<file path="config.mk">
export PLATFORM = sky130hd
export DESIGN_NAME = bgp_csr
export DESIGN_NICKNAME = d
export VERILOG_FILES = /design/src/rtl/assert_macros.svh /design/src/rtl/bgp_pkg.sv /design/src/rtl/bgp_csr.sv
export SDC_FILE = /design/constraint.sdc
export NUM_CORES = 1
export LEC_CHECK = 0
export ABC_AREA = 1
export BUFFER_PORTS_ARGS = -buffer_cell sky130_fd_sc_hd__buf_4
export CAP_MARGIN = 40
export CORE_UTILIZATION = 35
export CTS_CLUSTER_DIAMETER = 40
export DETAILED_ROUTE_END_ITERATION = 10
export GPL_ROUTABILITY_DRIVEN = 0
export PLACE_DENSITY = 0.75
export SLEW_MARGIN = 10
export SYNTH_ARGS = -nofsm -noshare
export SYNTH_HDL_FRONTEND = slang
export SYNTH_SLANG_ARGS = --single-unit
</file>
<file path="constraint.sdc">
create_clock -name clock -period 2.79 [get_ports clock]
set_input_delay 0.558 -clock clock [delete_from_list [all_inputs] [get_ports clock]]
set_output_delay 0.558 -clock clock [all_outputs]
set_load 0.02 [all_outputs]
</file>
<file path="src/rtl/assert_macros.svh">
// ----------------------------------------------------------------------------
// assert_macros.svh
// Concurrent assertion shorthands shared by the RTL.
// ----------------------------------------------------------------------------
`ifndef ASSERT_MACROS_SVH
`define ASSERT_MACROS_SVH

// antecedent implies consequent in the same cycle
`define ASSERT_IMPL(label, clk, rst, ante, cons) \
   label: assert property (@(posedge clk) disable iff (rst) (ante) |-> (cons)) \
      else $error("assertion failed");

// antecedent implies consequent in the next cycle
`define ASSERT_NEXT(label, clk, rst, ante, cons) \
   label: assert property (@(posedge clk) disable iff (rst) (ante) |=> (cons)) \
      else $error("assertion failed");

`endif

</file>
<file path="src/rtl/bgp_pkg.sv">
// ----------------------------------------------------------------------------
// bgp_pkg
// Types and constants of the bitmap gather and pack engine.
// ----------------------------------------------------------------------------
`timescale 1ns / 1ps

package bgp_pkg;

   localparam int STORE_WORDS_DEF = 1024;
   localparam int WORD_W          = 64;
   localparam int COUNT_W         = 7;
   localparam int ROW_W           = 16;
   localparam int BIT_IDX_W       = 17;
   localparam int ADDR_W          = 10;
   localparam int CSR_ADDR_W      = 5;
   localparam int CSR_DATA_W      = 32;

   localparam logic [1:0] OP_LOAD   = 2'd0;
   localparam logic [1:0] OP_GATHER = 2'd1;
   localparam logic [1:0] OP_FLUSH  = 2'd2;

   localparam logic [1:0] MODE_RESHUFFLE = 2'd0;
   localparam logic [1:0] MODE_MERGE     = 2'd1;
   localparam logic [1:0] MODE_COLUMN    = 2'd2;

   localparam logic [2:0] REG_GATHER_MODE = 3'd0;
   localparam logic [2:0] REG_A_PRESENT   = 3'd1;
   localparam logic [2:0] REG_B_PRESENT   = 3'd2;
   localparam logic [2:0] REG_B_OFFSET    = 3'd3;
   localparam logic [2:0] REG_COLUMN_TOP  = 3'd4;

   typedef struct packed {
      logic [1:0]        op;
      logic              store_select;
      logic [ADDR_W-1:0] word_address;
      logic [WORD_W-1:0] word_data;
      logic              pick;
      logic [ROW_W-1:0]  row_index;
   } req_type;

   typedef struct packed {
      logic [WORD_W-1:0]  packed_word;
      logic [COUNT_W-1:0] bit_count;
      logic               last;
      logic               range_error;
   } rsp_type;

   typedef struct packed {
      logic [1:0]           gather_mode;
      logic                 a_present;
      logic                 b_present;
      logic [ROW_W-1:0]     b_bit_offset;
      logic [BIT_IDX_W-1:0] column_top_rows;
   } cfg_type;

   typedef struct packed {
      logic load;
      logic fetch;
      logic append;
      logic emit;
      logic last;
   } cmd_type;

   typedef struct packed {
      logic acc_empty;
      logic acc_last_slot;
      logic out_free;
      logic error;
   } status_type;

endpackage

</file>
<file path="src/rtl/bgp_csr.sv">
// ----------------------------------------------------------------------------
// bgp_csr
// Configuration registers behind the APB-style port.
// ----------------------------------------------------------------------------
`timescale 1ns / 1ps

module bgp_csr
   import bgp_pkg::*;
(
   input  logic                  clock,
   input  logic                  reset,
   input  logic                  psel,
   input  logic                  penable,
   input  logic                  pwrite,
   input  logic [CSR_ADDR_W-1:0] paddr,
   input  logic [CSR_DATA_W-1:0] pwdata,
   output logic [CSR_DATA_W-1:0] prdata,
   output logic                  pready,
   output cfg_type               cfg
);

   cfg_type    cfg_ff;
   cfg_type    cfg_in;
   logic       wr_en;
   logic [2:0] reg_idx;

   assign pready  = 1'b1;
   assign wr_en   = psel & penable & pwrite;
   assign reg_idx = paddr[4:2];

   always_comb begin
      cfg_in = cfg_ff;
      if (wr_en) begin
         unique case (reg_idx)
            REG_GATHER_MODE: cfg_in.gather_mode     = pwdata[1:0];
            REG_A_PRESENT:   cfg_in.a_present       = pwdata[0];
            REG_B_PRESENT:   cfg_in.b_present       = pwdata[0];
            REG_B_OFFSET:    cfg_in.b_bit_offset    = pwdata[ROW_W-1:0];
            REG_COLUMN_TOP:  cfg_in.column_top_rows = pwdata[BIT_IDX_W-1:0];
            default: ;
         endcase
      end
   end

   always_ff @(posedge clock) begin
      if (reset) begin
         cfg_ff.gather_mode     <= MODE_RESHUFFLE;
         cfg_ff.a_present       <= 1'b1;
         cfg_ff.b_present       <= 1'b1;
         cfg_ff.b_bit_offset    <= '0;
         cfg_ff.column_top_rows <= '0;
      end else begin
         cfg_ff <= cfg_in;
      end
   end

   always_comb begin
      prdata = '0;
      unique case (reg_idx)
         REG_GATHER_MODE: prdata[1:0]           = cfg_ff.gather_mode;
         REG_A_PRESENT:   prdata[0]             = cfg_ff.a_present;
         REG_B_PRESENT:   prdata[0]             = cfg_ff.b_present;
         REG_B_OFFSET:    prdata[ROW_W-1:0]     = cfg_ff.b_bit_offset;
         REG_COLUMN_TOP:  prdata[BIT_IDX_W-1:0] = cfg_ff.column_top_rows;
         default: ;
      endcase
   end

   assign cfg = cfg_ff;

endmodule

</file>
==> flow_summary.toml <==
[run_status]
outcome = "finished clean"

[worst_setup_path]
cp-end-kind = "output pin"
r2r_setup_slack_ns = 2.17
criticalPathCategory = "in2out"
required_ns = 2.23
cp-start-kind = "primary input"
arrival_ns = 1.53
critPathMaxFanout = 15

[die]
ios = 112
die_area_sq_mm = 0.00646
dieHeight_um = 80.4
core-area_sq_mm = 0.00592
start_util = 0.363
rows = 28
chipWidth_um = 80.4

[routing]
ant_nets = 0
vias = 1991
wl_mm = 5.05
wl_per_cell_um = 11.0
vias_per_cell = 4.32
drtIter0Drc = 73
drtPass1Iterations = 4
drc = 0

[pwr]
vdd_ir_drop_max_mv = 0.157
p_sw_w = 0.000285
p_clk_frac = 0.346
combPwrFrac = 0.150
leakagePower_nw = 1.42
p_int_w = 0.000787
pwr-share-seq = 0.504
p_sw_frac = 0.266
p_per_area_mw_per_mm2 = 391

[cells_and_area]
finalNonFillerCells = 461
syn2layout_area_growth_pct = 27.5
n_antenna_cell = 0
mostFrequentLayoutCells = "nand2_1 (90), buf_4 (81), nor2_1 (44)"
drive_above_1_share = 0.381
final_nets = 428
largest_reg_flops = 37
final_common_cell = "nand2_1"

[yosys]
syn_area_per_cell_sq_um = 6.87
yosysSeqAreaShare = 0.344
yosysTopAreaCell = "dfxtp_1"
syn_area_sq_mm = 0.00215
synth_cell_types = 22
synthTopCellsByArea = "dfxtp_1 (34%), nand2_1 (16%), nor2_2 (9.6%)"
synth_cells = 313
ys_warn_count = 0
ys_seq_elements = 37
synth_top_area_frac = 0.344

[sta]
clock_skew_ns = 0
setup_tns_ns = 0
finalMaxSlewViolations = 0
max_freq_mhz = 478
grt_setup_unrepaired = "false"
finalHoldViolCount = 0
min_period_ns = 2.09
tightest_slew_ns = 0.666
setup_violations = 0
finalCritPeriodShare = 0.750
slew_headroom = 0.555

[place]
dp_hpwl_mm = 3.55
placedCellCount = 454
io_buffers = 78

[clock_network]
clockRootBuffer = "clkbuf_8"
clock_tree.htree_level_count = 2
cts_buffers = 5
clk_path_buf_depth = 2
insertion_delay_ns = 0.28
cts_resized = 0
post-cts-setup-buffer-count = 0
path_clk_slew_ns = 0.07
cts_tree = "yes"
cts_hold_buf = 0
cts.sinks = 37

[global_route]
grt_pass1_wl_mm = 8.10
antenna_found_initial = 0
grt_pass1_vias = 1814
grt_max_degree = 38
grt_usage = 0.161
grt-ovfl-total = 0

[job]
cap_violations = 0

[hold_path]
hold_path_class = "reg2reg"
[area by class of cell]
class	count	area [sq um]
Fill cell	627	3180
Sequential cell	37	741
Inverter	26	97.6
Tap cell	75	93.8
Timing Repair Buffer	81	608
Clock buffer	7	86.3
Multi-Input combinational cell	235	1120
[Yosys cell counts, drive strengths merged]
| library cell | n |
|---|---|
| nand4 | 2 |
| nor3 | 1 |
| nor2 | 81 |
| o21ai | 1 |
| conb | 2 |
| nand3 | 27 |
| inv | 26 |
| dfxtp | 37 |
| clkbuf | 1 |
| nand2 | 107 |
| buf | 28 |
[per-layer routing]
metal  GRT usage  vias to the layer above  routed length, um
li1            -                     1047                  -
met1       0.188                      875               2290
met2       0.291                       60               2450
met3      0.0398                        9                240
met4      0.0411                        0                 65
met5           0                        -                  0
[power groups by stage]
stage          sequential [W]  combinational [W]  clock [W]
6_report             0.000541           0.000160   0.000371
5_1_grt              0.000541           0.000177   0.000407
4_1_cts              0.000541           0.000161   0.000385
3_5_place_dp         0.000553           0.000161          0
3_3_place_gp         0.000552           0.000158          0
2_1_floorplan        0.000560           0.000113          0
[logic make-up after synthesis]
family	share of synthesized area
simple gates	0.487
buf+inv	0.162
flops	0.344
compound gates	0.00232
other cells	0.00349
[per-stage QoR]
step / setup slack [ns] / instance area, sq um / hold WS [ns] / total power, W / utilization
2_1_floorplan: 1.01 / 2200 / 0.553 / 0.000673 / -
3_3_place_gp: 0.702 / 2660 / 0.486 / 0.000710 / 0.449
3_5_place_dp: 0.680 / 2660 / 0.491 / 0.000713 / 0.449
4_1_cts: 0.680 / 2740 / 0.503 / 0.00109 / 0.463
5_1_grt: 0.596 / 2740 / 0.524 / 0.00113 / 0.463
6_report: 0.698 / 2740 / 0.502 / 0.00107 / 0.463
[final timing paths]
path	start	to	depth (start not counted)
worst max-delay path	paddr[4]	prdata[1]	7
worst min-delay path	cfg[16]	cfg[16]	2
worst max register to register	cfg[19]	cfg[19]	2
worst min register to register	cfg[16]	cfg[16]	2
[critical path, cell delays in order]
cell and delay, ns:
buf_4 0.14, inv_2 0.12, nand3_4 0.12, inv_2 0.27, nand2_1 0.09, nand3_1 0.10, buf_4 0.14
Note: power is estimated with default switching activity, not from simulation.
