--- config.mk ---
export PLATFORM = sky130hd
export DESIGN_NAME = bgp_ctrl
export DESIGN_NICKNAME = d
export VERILOG_FILES = /design/src/rtl/assert_macros.svh /design/src/rtl/bgp_pkg.sv /design/src/rtl/bgp_ctrl.sv
export SDC_FILE = /design/constraint.sdc
export NUM_CORES = 1
export LEC_CHECK = 0
export ABC_AREA = 1
export CAP_MARGIN = 20
export CORE_AREA = 2 2 39 41
export CTS_CLUSTER_SIZE = 14
export DETAILED_ROUTE_END_ITERATION = 6
export DIE_AREA = 0 0 41 43
export DONT_BUFFER_PORTS = 1
export MAX_ROUTING_LAYER = met4
export PLACE_DENSITY = 0.3
export SETUP_SLACK_MARGIN = 0.3
export SKIP_CTS_REPAIR_TIMING = 1
export SYNTH_ARGS = -nofsm -noshare
export SYNTH_HDL_FRONTEND = slang
export SYNTH_SLANG_ARGS = --single-unit
--- constraint.sdc ---
create_clock -name clock -period 2.8 [get_ports clock]
set_clock_uncertainty 0.15 [all_clocks]
set_input_delay 0 -clock clock [delete_from_list [all_inputs] [get_ports clock]]
set_output_delay 0 -clock clock [all_outputs]
set_load 0.05 [all_outputs]
--- src/rtl/assert_macros.svh ---
// ----------------------------------------------------------------------------
// assert_macros.svh
// Concurrent assertion shorthands shared by the RTL.
// ----------------------------------------------------------------------------
`ifndef ASSERT_MACROS_SVH
`define ASSERT_MACROS_SVH

// antecedent implies consequent in the same cycle
`define ASSERT_IMPL(label, clk, rst, ante, cons) \
   label: assert property (@(posedge clk) disable iff (rst) (ante) |-> (cons)) \
      else $error("assertion failed");

// antecedent implies consequent in the next cycle
`define ASSERT_NEXT(label, clk, rst, ante, cons) \
   label: assert property (@(posedge clk) disable iff (rst) (ante) |=> (cons)) \
      else $error("assertion failed");

`endif

--- src/rtl/bgp_pkg.sv ---
// ----------------------------------------------------------------------------
// bgp_pkg
// Types and constants of the bitmap gather and pack engine.
// ----------------------------------------------------------------------------
`timescale 1ns / 1ps

package bgp_pkg;

   localparam int STORE_WORDS_DEF = 1024;
   localparam int WORD_W          = 64;
   localparam int COUNT_W         = 7;
   localparam int ROW_W           = 16;
   localparam int BIT_IDX_W       = 17;
   localparam int ADDR_W          = 10;
   localparam int CSR_ADDR_W      = 5;
   localparam int CSR_DATA_W      = 32;

   localparam logic [1:0] OP_LOAD   = 2'd0;
   localparam logic [1:0] OP_GATHER = 2'd1;
   localparam logic [1:0] OP_FLUSH  = 2'd2;

   localparam logic [1:0] MODE_RESHUFFLE = 2'd0;
   localparam logic [1:0] MODE_MERGE     = 2'd1;
   localparam logic [1:0] MODE_COLUMN    = 2'd2;

   localparam logic [2:0] REG_GATHER_MODE = 3'd0;
   localparam logic [2:0] REG_A_PRESENT   = 3'd1;
   localparam logic [2:0] REG_B_PRESENT   = 3'd2;
   localparam logic [2:0] REG_B_OFFSET    = 3'd3;
   localparam logic [2:0] REG_COLUMN_TOP  = 3'd4;

   typedef struct packed {
      logic [1:0]        op;
      logic              store_select;
      logic [ADDR_W-1:0] word_address;
      logic [WORD_W-1:0] word_data;
      logic              pick;
      logic [ROW_W-1:0]  row_index;
   } req_type;

   typedef struct packed {
      logic [WORD_W-1:0]  packed_word;
      logic [COUNT_W-1:0] bit_count;
      logic               last;
      logic               range_error;
   } rsp_type;

   typedef struct packed {
      logic [1:0]           gather_mode;
      logic                 a_present;
      logic                 b_present;
      logic [ROW_W-1:0]     b_bit_offset;
      logic [BIT_IDX_W-1:0] column_top_rows;
   } cfg_type;

   typedef struct packed {
      logic load;
      logic fetch;
      logic append;
      logic emit;
      logic last;
   } cmd_type;

   typedef struct packed {
      logic acc_empty;
      logic acc_last_slot;
      logic out_free;
      logic error;
   } status_type;

endpackage

--- src/rtl/bgp_ctrl.sv ---
// ----------------------------------------------------------------------------
// bgp_ctrl
// Sequencer: accepts items and steps the datapath through fetch, append
// and emit.
// ----------------------------------------------------------------------------
`timescale 1ns / 1ps

module bgp_ctrl
   import bgp_pkg::*;
(
   input  logic       clock,
   input  logic       reset,
   input  logic       req_valid,
   input  logic [1:0] req_op,
   output logic       req_stall,
   input  status_type status,
   output cmd_type    cmd
);

   typedef enum logic [1:0] {
      S_IDLE,
      S_FETCH,
      S_EMIT
   } state_type;

   state_type state_ff;
   state_type state_in;
   logic      last_ff;
   logic      last_in;

   always_comb begin
      state_in   = state_ff;
      last_in    = last_ff;
      req_stall  = 1'b1;
      cmd        = '0;
      cmd.last   = last_ff;
      unique case (state_ff)
         S_IDLE: begin
            req_stall = 1'b0;
            if (req_valid) begin
               unique case (req_op)
                  OP_LOAD: begin
                     cmd.load = 1'b1;
                  end
                  OP_GATHER: begin
                     cmd.fetch = 1'b1;
                     state_in  = S_FETCH;
                  end
                  OP_FLUSH: begin
                     if (!status.acc_empty) begin
                        last_in  = 1'b1;
                        state_in = S_EMIT;
                     end
                  end
                  default: ;
               endcase
            end
         end
         S_FETCH: begin
            cmd.append = 1'b1;
            if (status.acc_last_slot) begin
               last_in  = 1'b0;
               state_in = S_EMIT;
            end else begin
               state_in = S_IDLE;
            end
         end
         S_EMIT: begin
            if (status.out_free) begin
               cmd.emit = 1'b1;
               state_in = S_IDLE;
            end
         end
         default: state_in = S_IDLE;
      endcase
   end

   always_ff @(posedge clock) begin
      if (reset) begin
         state_ff <= S_IDLE;
         last_ff  <= 1'b0;
      end else begin
         state_ff <= state_in;
         last_ff  <= last_in;
      end
   end

endmodule

==> impl_metrics.ini, run 1 <==
[yosys]
synth_simple_gate_area_share_pct = 36.6
postSynthAreaPerCell_sq_um = 6.13
muxShareOfSynthArea_pct = 0
synth-xor-area-share_pct = 0
synth_compound_area_share_pct = 8.45
synth_top_family_by_area = simple AND/OR/NAND/NOR gates
syn_nets = 38
synth_warnings = 0
yosysSeqAreaShare_pct = 33.8
synth_fa_ha_area_share_pct = 0
ys_seq_elements = 3
syn_inst = 29
yosysUniqueCellTypes = 12
syn-cell-area_sq_um = 178

[setup_path]
crit_path_end_kind = flop
start_kind = input pin
worst_path_most_repeated_cell = dlygate4sd3_1
r2r_start = state_ff[0]$_SDFFE_PP0P_
critPathKind = input pin to flop
crit_chain = dlygate4sd3_1 > nand2_1 > dlygate4sd3_1 > nor4_1 > dlygate4sd3_1
reg2reg_slack_ps = 1160
worst-path-max-fanout = 2
cp_top_family = buffers and inverters
arrival_ps = 1980
crit_path_max_incr_delay_ps = 580
critPathSlowestCell = dlygate4sd3_1
crit_buf_inv = 3
worstReg2RegEnd = state_ff[0]$_SDFFE_PP0P_
required_ps = 2820
rr_worst_depth = 4

[placement]
port_buffers = 0
post-dp-hpwl_um = 365
dp_slack_ps = 1540
place.gp.congestion = 0.650
place_area_sq_um = 219

[timing]
fin_crit_ps = 1960
finalCritPeriodShare_pct = 70.0
final-max-slew-violation-count = 0
setup_viol = 0
tightest_slew_ps = 899
hold_violations = 0
finalWorstSetupSlack_ps = 841
max_freq_mhz = 510
rsz0062_at_grt = no
slew_headroom_pct = 39.9
whs_ps = 48.8
fin_tns_setup_ps = 0

[power]
p_per_area_nw_per_um2 = 489
p_int_w = 0.000110
swShare_pct = 28.8
power_switching_w = 0.0000444
pwr-share-comb_pct = 20.2
clkPwrFrac_pct = 48.1
pwr-share-seq_pct = 31.7
total_leakage_power_nw = 0.152
ir_worst_vdd_v = 0.000140

[cells_and_area]
antenna_cells = 0
drive_above_1_share_pct = 21.4
synthToLayoutAreaGrowth_pct = 77.5
nets = 52
nFillCells = 160
design_area_sq_um = 315
fin_util_pct = 22.8

[die]
core-area_sq_um = 1380
initial_core_util_pct = 12.8
io_pins = 15
die_x_um = 41
die_height_um = 43
num_rows = 14
die-area_sq_um = 1760

[detailed_routing]
drc_errors = 0
drt-pass1-iter-count = 1
post_drt_wl_per_cell_um = 8.03
wirelength_um = 466
detail-route-antenna-nets = 0
drt-vias-per-instance = 3.74
vias = 217
first_iter_violations = 0

[global_route]
busiest_layer = met1
use_met3_pct = 5.76
grt_usage_pct = 6.78
grt_overflow = 0
met1_usage_pct = 8.01
grt_pass1_wl_um = 703
use_met2_pct = 5.63
grt_max_degree = 5
grt_pass1_vias = 183
antenna_found_initial = 0

[cts]
clock_path_buffers = 2
cts_tree = built
htree_num_levels = 1
clkLatencyLatePin_ps = 230
root_buffer = clkbuf_4
cts_made_buffers = 3
cts.sink_count = 3
clk_pin_slew_ps = 40

[min_path]
min-delay-start = req_op[1]
whs_endpoint = cmd[4]
hold_class = input pin to output port
min_delay_path_depth = 2

[run_status]
outcome = finished clean

[flow_run]
drv_cap = 0
[kinds of logic after synthesis]
kind of cell | count (synthesis)
simple gates | 14
buf+inv | 9
flops | 3
compound gates | 3
[power by group through the flow]
stage	sequential, W	clock, W	combinational [W]
3_3_place_gp	0.0000496	0	0.0000235
3_5_place_dp	0.0000496	0	0.0000238
2_1_floorplan	0.0000465	0	0.0000232
6_report	0.0000489	0.0000742	0.0000311
5_1_grt	0.0000492	0.0000864	0.0000341
4_1_cts	0.0000490	0.0000782	0.0000239
[Yosys cell counts]
library cell  n  share of area [%]
a21oi_1       2                5.6
buf_4         1                4.2
dfxtp_1       3                 34
inv_1         7                 15
inv_2         1                2.1
nand2_1       5                 11
nand3_1       2                5.6
nor2_1        2                4.2
nor2_2        1                3.5
nor3_1        2                5.6
nor4_1        2                7.0
o21ai_0       1                2.8
[final cells by class]
type | count | area [sq um] | share of cell area, %
Timing Repair Buffer | 10 | 92.6 | 29.4
Tap cell | 16 | 20.0 | 6.35
Sequential cell | 3 | 60.1 | 19.0
Clock buffer | 4 | 26.3 | 8.33
Multi-Input combinational cell | 17 | 86.3 | 27.4
Inverter | 8 | 30.0 | 9.52
[how the worst max path moves through the flow]
stage	start	endpoint	slack, ps	depth (start not counted)
after CTS	state_ff[0]$_SDFFE_PP0P_	cmd[2]	1280	2
after global routing	req_op[0]	state_ff[0]$_SDFFE_PP0P_	720	5
after floorplan	state_ff[0]$_SDFFE_PP0P_	cmd[4]	570	3
final	req_op[0]	state_ff[0]$_SDFFE_PP0P_	840	5
after global placement	state_ff[0]$_SDFFE_PP0P_	cmd[2]	1550	2
after detailed placement	state_ff[0]$_SDFFE_PP0P_	cmd[2]	1540	2
[registers in the layout, indices dropped and copies added, names as in the netlist]
signal,count
state_ff,2
last_ff,1
[metrics by stage]
step	power (W)	std cells
floorplan	0.0000698	29
global placement	0.0000731	47
detailed placement	0.0000734	47
CTS	0.000151	51
global route	0.000170	58
finish	0.000154	58
[placed cells by master (no fill, tap or decap), types with 2 or more instances in the layout]
master / n
a21oi_1: 2
nand3_1: 2
dlygate4sd3_1: 7
nand2_1: 5
inv_1: 7
dfxtp_1: 3
nor2_1: 2
buf_4: 3
clkbuf_4: 3
nor3_1: 2
[per-layer routing]
metal  share of wire, %  wire [um]
met1                 44        205
met4                  0          0
met2                 42        196
met5                  0          0
met3                 14         64
Note: power is estimated with default switching activity, not from simulation.
==> inputs of run 2 (changes only) <==
- clock period: 2.8 -> 2 ns (I/O delays scaled with it)
==> run 2 against run 1 <==
Setup slack got worse by 400 ps. Global-route usage fell by 0.30 points. Sequential cell count did not move. Count of clock-buffer cells in the layout did not move. First-iteration DRC count unchanged. Largest power group unchanged. Critical path type is now flop to flop. Register-to-register slack got worse by 720 ps. Combinational power grew 65%. Cell count increased by 3.4%. Die area unchanged.
==> impl_metrics.ini, run 2 (synthesis results as in run 1) <==
[run_status]
outcome = finished clean

[timing]
setup_viol = 0
tightest_slew_ps = 296
max_freq_mhz = 641
hold_violations = 0
slew_headroom_pct = 80.2
rsz0062_at_grt = no
finalWorstSetupSlack_ps = 441
finalCritPeriodShare_pct = 78.0
fin_tns_setup_ps = 0
fin_crit_ps = 1560
final-max-slew-violation-count = 0

[cts]
clkLatencyLatePin_ps = 230
htree_num_levels = 1
root_buffer = clkbuf_4
clock_path_buffers = 2
cts_made_buffers = 3
cts.sink_count = 3
clk_pin_slew_ps = 40
cts_tree = built

[cells_and_area]
nets = 54
synthToLayoutAreaGrowth_pct = 88.7
layout_common_cells = 7 x inv_1, 7 x dlygate4sd3_1, 5 x nand2_1, 5 x buf_4
top_regs = state_ff (2), last_ff (1)
top_register = state_ff
largest_reg_flops = 2
drive_above_1_share_pct = 27.3
nFillCells = 158
antenna_cells = 0

[die]
die_x_um = 41
core-area_sq_um = 1380
num_rows = 14
die-area_sq_um = 1760
initial_core_util_pct = 12.8
io_pins = 15
die_height_um = 43

[placement]
place.gp.congestion = 0.712
port_buffers = 0
post-dp-hpwl_um = 369
dp_slack_ps = 776

[flow_run]
drv_cap = 0

[setup_path]
worstReg2RegEnd = last_ff$_SDFFE_PP0P_
crit_chain = nor2_2 > o21ai_0 > nand2_1 > a21oi_1 > dlygate4sd3_1
r2r_start = state_ff[0]$_SDFFE_PP0P_
crit_buf_inv = 1
critPathSlowestCell = dlygate4sd3_1
start_kind = flop
required_ps = 1960
crit_path_end_kind = flop
rr_worst_depth = 5
cp.depth = 5
arrival_ps = 1520
worst-path-max-fanout = 4
crit_path_max_incr_delay_ps = 540
cp_top_family = buffers and inverters
critPathKind = flop to flop
reg2reg_slack_ps = 440

[detailed_routing]
drt-vias-per-instance = 3.77
first_iter_violations = 0
vias = 226
wirelength_um = 463
post_drt_wl_per_cell_um = 7.72
drt-pass1-iter-count = 1
detail-route-antenna-nets = 0
drc_errors = 0

[global_route]
grt_usage_pct = 6.48
grt_pass1_wl_um = 710
grt_max_degree = 5
antenna_found_initial = 0
grt_pass1_vias = 218
grt_overflow = 0

[power]
pwr-share-comb_pct = 23.3
clkPwrFrac_pct = 47.4
swShare_pct = 28.8
ir_worst_vdd_v = 0.000187
p_per_area_nw_per_um2 = 657
p_int_w = 0.000157
pwr-share-seq_pct = 29.3
total_leakage_power_nw = 0.161
power_switching_w = 0.0000635

[min_path]
whs_endpoint = cmd[4]
min-delay-start = req_op[1]
min_delay_path_depth = 2
hold_class = input pin to output port
[run 2: through the flow]
step | power, W | hold slack (ps) | util (%) | instances | area [sq um]
2_1_floorplan | 0.0000992 | -80.9 | - | 29 | 189
3_3_place_gp | 0.000105 | -79.1 | 17.3 | 49 | 239
3_5_place_dp | 0.000106 | -78.1 | 17.3 | 49 | 239
4_1_cts | 0.000214 | -324 | 19.2 | 53 | 265
5_1_grt | 0.000232 | 56.4 | 24.2 | 60 | 335
6_report | 0.000220 | 50.7 | 24.2 | 60 | 335
[run 2: power by group through the flow]
stage | Combinational, W | Clock (W) | Sequential [W]
final | 0.0000512 | 0.000104 | 0.0000645
after global routing | 0.0000565 | 0.000110 | 0.0000650
after detailed placement | 0.0000405 | 0 | 0.0000655
after floorplan | 0.0000341 | 0 | 0.0000652
after CTS | 0.0000406 | 0.000109 | 0.0000646
after global placement | 0.0000401 | 0 | 0.0000654
[run 2: metal layers]
layer / track usage [%] / share of wire [%] / vias to the layer above
met3: 2.09 / 11 / 2
met5: - / 0 / -
met2: 6.56 / 44 / 14
met4: 8.00 / 2.8 / 0
met1: 8.36 / 43 / 92
li1: - / - / 118
[run 2: cell type report]
class / count / area, sq um / area share (%)
clock buffers: 4 / 26.3 / 7.84
inverters: 8 / 30.0 / 8.96
multi-input cells: 17 / 91.3 / 27.2
flip-flops and latches: 3 / 60.1 / 17.9
well taps: 16 / 20.0 / 5.97
repair buffers: 12 / 108 / 32.1
[run 2: worst max path at each step]
stage                             start              endpoint
6_report       state_ff[0]$_SDFFE_PP0P_  last_ff$_SDFFE_PP0P_
5_1_grt        state_ff[0]$_SDFFE_PP0P_  last_ff$_SDFFE_PP0P_
4_1_cts        state_ff[0]$_SDFFE_PP0P_                cmd[4]
3_5_place_dp   state_ff[0]$_SDFFE_PP0P_                cmd[4]
3_3_place_gp   state_ff[0]$_SDFFE_PP0P_                cmd[4]
2_1_floorplan  state_ff[1]$_SDFFE_PP0P_                cmd[1]
[run 2: worst register-to-register path: cells and delay by family, from the launching register on]
family | cells | cell delay, ps
AOI/OAI and AO/OA | 2 | 160
buffers and inverters | 1 | 540
DFF | 1 | 330
and+or+nand+nor | 2 | 250
==> inputs of run 3 (changes only) <==
- clock period: 2 -> 1.6 ns (I/O delays scaled with it)
==> run 3 against run 2 <==
Non-clock buffer count did not move. Utilization rose by 2.0 points. Global-route usage did not move. Clock power rose by 24%. Die area did not move. Register-to-register slack improved by 80 ps. Total power rose by 28%. Sequential power rose by 26%. Sequential cell count did not move. Critical path depth fell by 1. Routed wire length rose by 10%. Cell count did not move. Highest routed layer is now met3.
==> impl_metrics.ini, run 3 (synthesis results as in run 1) <==
[run_status]
outcome = finished clean

[cells_and_area]
largest_reg_flops = 2
antenna_cells = 0
design_area_sq_um = 363
nFillCells = 152
layout_common_cells = 7 x inv_1, 7 x dlygate4sd3_1, 5 x nand2_1
drive_above_1_share_pct = 29.5
synthToLayoutAreaGrowth_pct = 104
nets = 54
layout.cells.non_filler = 60
top_regs = state_ff (2), last_ff (1)
top_register = state_ff

[die]
initial_core_util_pct = 12.8
num_rows = 14
core-area_sq_um = 1380
die_height_um = 43
io_pins = 15
die-area_sq_um = 1760
die_x_um = 41

[detailed_routing]
detail-route-antenna-nets = 0
route.met3.wl_um = 61
post_drt_wl_per_cell_um = 8.50
met2_length_um = 242
drt-vias-per-instance = 3.62
drt-met1-wl_um = 206
drc_errors = 0
first_iter_violations = 5
wirelength_um = 510
vias = 217
drt-pass1-iter-count = 4
maxUsedRoutingLayer = met3

[setup_path]
worst-path-max-fanout = 4
crit_chain = nor2_4 > inv_6 > nor4_4 > buf_6
rr_worst_depth = 3
arrival_ps = 1180
crit_path_end_kind = output port
critPathKind = flop to output port
critPathSlowestCell = dfxtp_2
crit_path_max_incr_delay_ps = 330
required_ps = 1450
start_kind = flop
worstReg2RegEnd = state_ff[0]$_SDFFE_PP0P_
r2r_start = state_ff[1]$_SDFFE_PP0P_
reg2reg_slack_ps = 520

[timing]
whs_ps = 17.2
setup_viol = 0
max_freq_mhz = 752
slew_headroom_pct = 80.7
fin_tns_setup_ps = 0
hold_violations = 0
finalCritPeriodShare_pct = 83.1
tightest_slew_ps = 287
final-max-slew-violation-count = 0
fin_crit_ps = 1330
rsz0062_at_grt = yes

[cts]
cts_made_buffers = 3
htree_num_levels = 1
cts_tree = built
clock_path_buffers = 2
clk_pin_slew_ps = 40
clkLatencyLatePin_ps = 230
root_buffer = clkbuf_4
cts.sink_count = 3

[placement]
dp.cells = 49
place.gp.congestion = 0.712
place_area_sq_um = 239
post-dp-hpwl_um = 369
port_buffers = 0

[global_route]
grt_pass1_vias = 218
grt_pass1_wl_um = 710
grt_usage_pct = 6.48
antenna_found_initial = 0
grt_max_degree = 5
grt_overflow = 0

[power]
ir_worst_vdd_v = 0.000216
total_leakage_power_nw = 0.162
p_per_area_nw_per_um2 = 777

[min_path]
hold_class = input pin to output port
whs_endpoint = cmd[4]
min_delay_path_depth = 2
min-delay-start = req_op[1]

[flow_run]
drv_cap = 0
run 3: per-stage QoR:
step	util [%]	setup WS, ps	total power (W)
after floorplan	-	-49.3	0.000124
after global placement	17.3	407	0.000132
after detailed placement	17.3	376	0.000133
after CTS	19.2	123	0.000268
after global routing	26.2	202	0.000297
final	26.2	270	0.000282
run 3: worst max-delay path: cells and delay by family, from the launching register on:
family / cells / cell delay [ps]
DFF: 1 / 330
and+or+nand+nor: 2 / 320
buffers and inverters: 2 / 300
run 3: power breakdown:
part	leakage [nW]	internal [W]	switching, W
Combinational	0.122	0.0000282	0.0000429
Sequential	0.0249	0.0000785	0.00000293
Clock	0.0150	0.0000932	0.0000361
Total	0.162	0.000200	0.0000819
run 3: layout make-up:
type | instances | area [sq um] | area share (%)
clock buffers | 4 | 26.3 | 7.24
flip-flops and latches | 3 | 61.3 | 16.9
well taps | 16 | 20.0 | 5.52
inverters | 8 | 35.0 | 9.66
repair buffers | 12 | 115 | 31.7
multi-input cells | 17 | 105 | 29.0
run 3: worst max-delay path by stage:
stage                        startpoint     end  slack, ps  cells past startpoint
2_1_floorplan  state_ff[1]$_SDFFE_PP0P_  cmd[1]        -50                      2
3_5_place_dp   state_ff[0]$_SDFFE_PP0P_  cmd[4]        380                      4
4_1_cts        state_ff[0]$_SDFFE_PP0P_  cmd[4]        120                      4
3_3_place_gp   state_ff[0]$_SDFFE_PP0P_  cmd[4]        410                      4
6_report       state_ff[1]$_SDFFE_PP0P_  cmd[4]        270                      4
5_1_grt        state_ff[0]$_SDFFE_PP0P_  cmd[4]        200                      4
run 3: metal layers:
metal,up-vias,GRT usage (%)
met4,0,8.00
met2,14,6.56
met5,-,-
met3,0,2.09
li1,120,-
met1,83,8.36
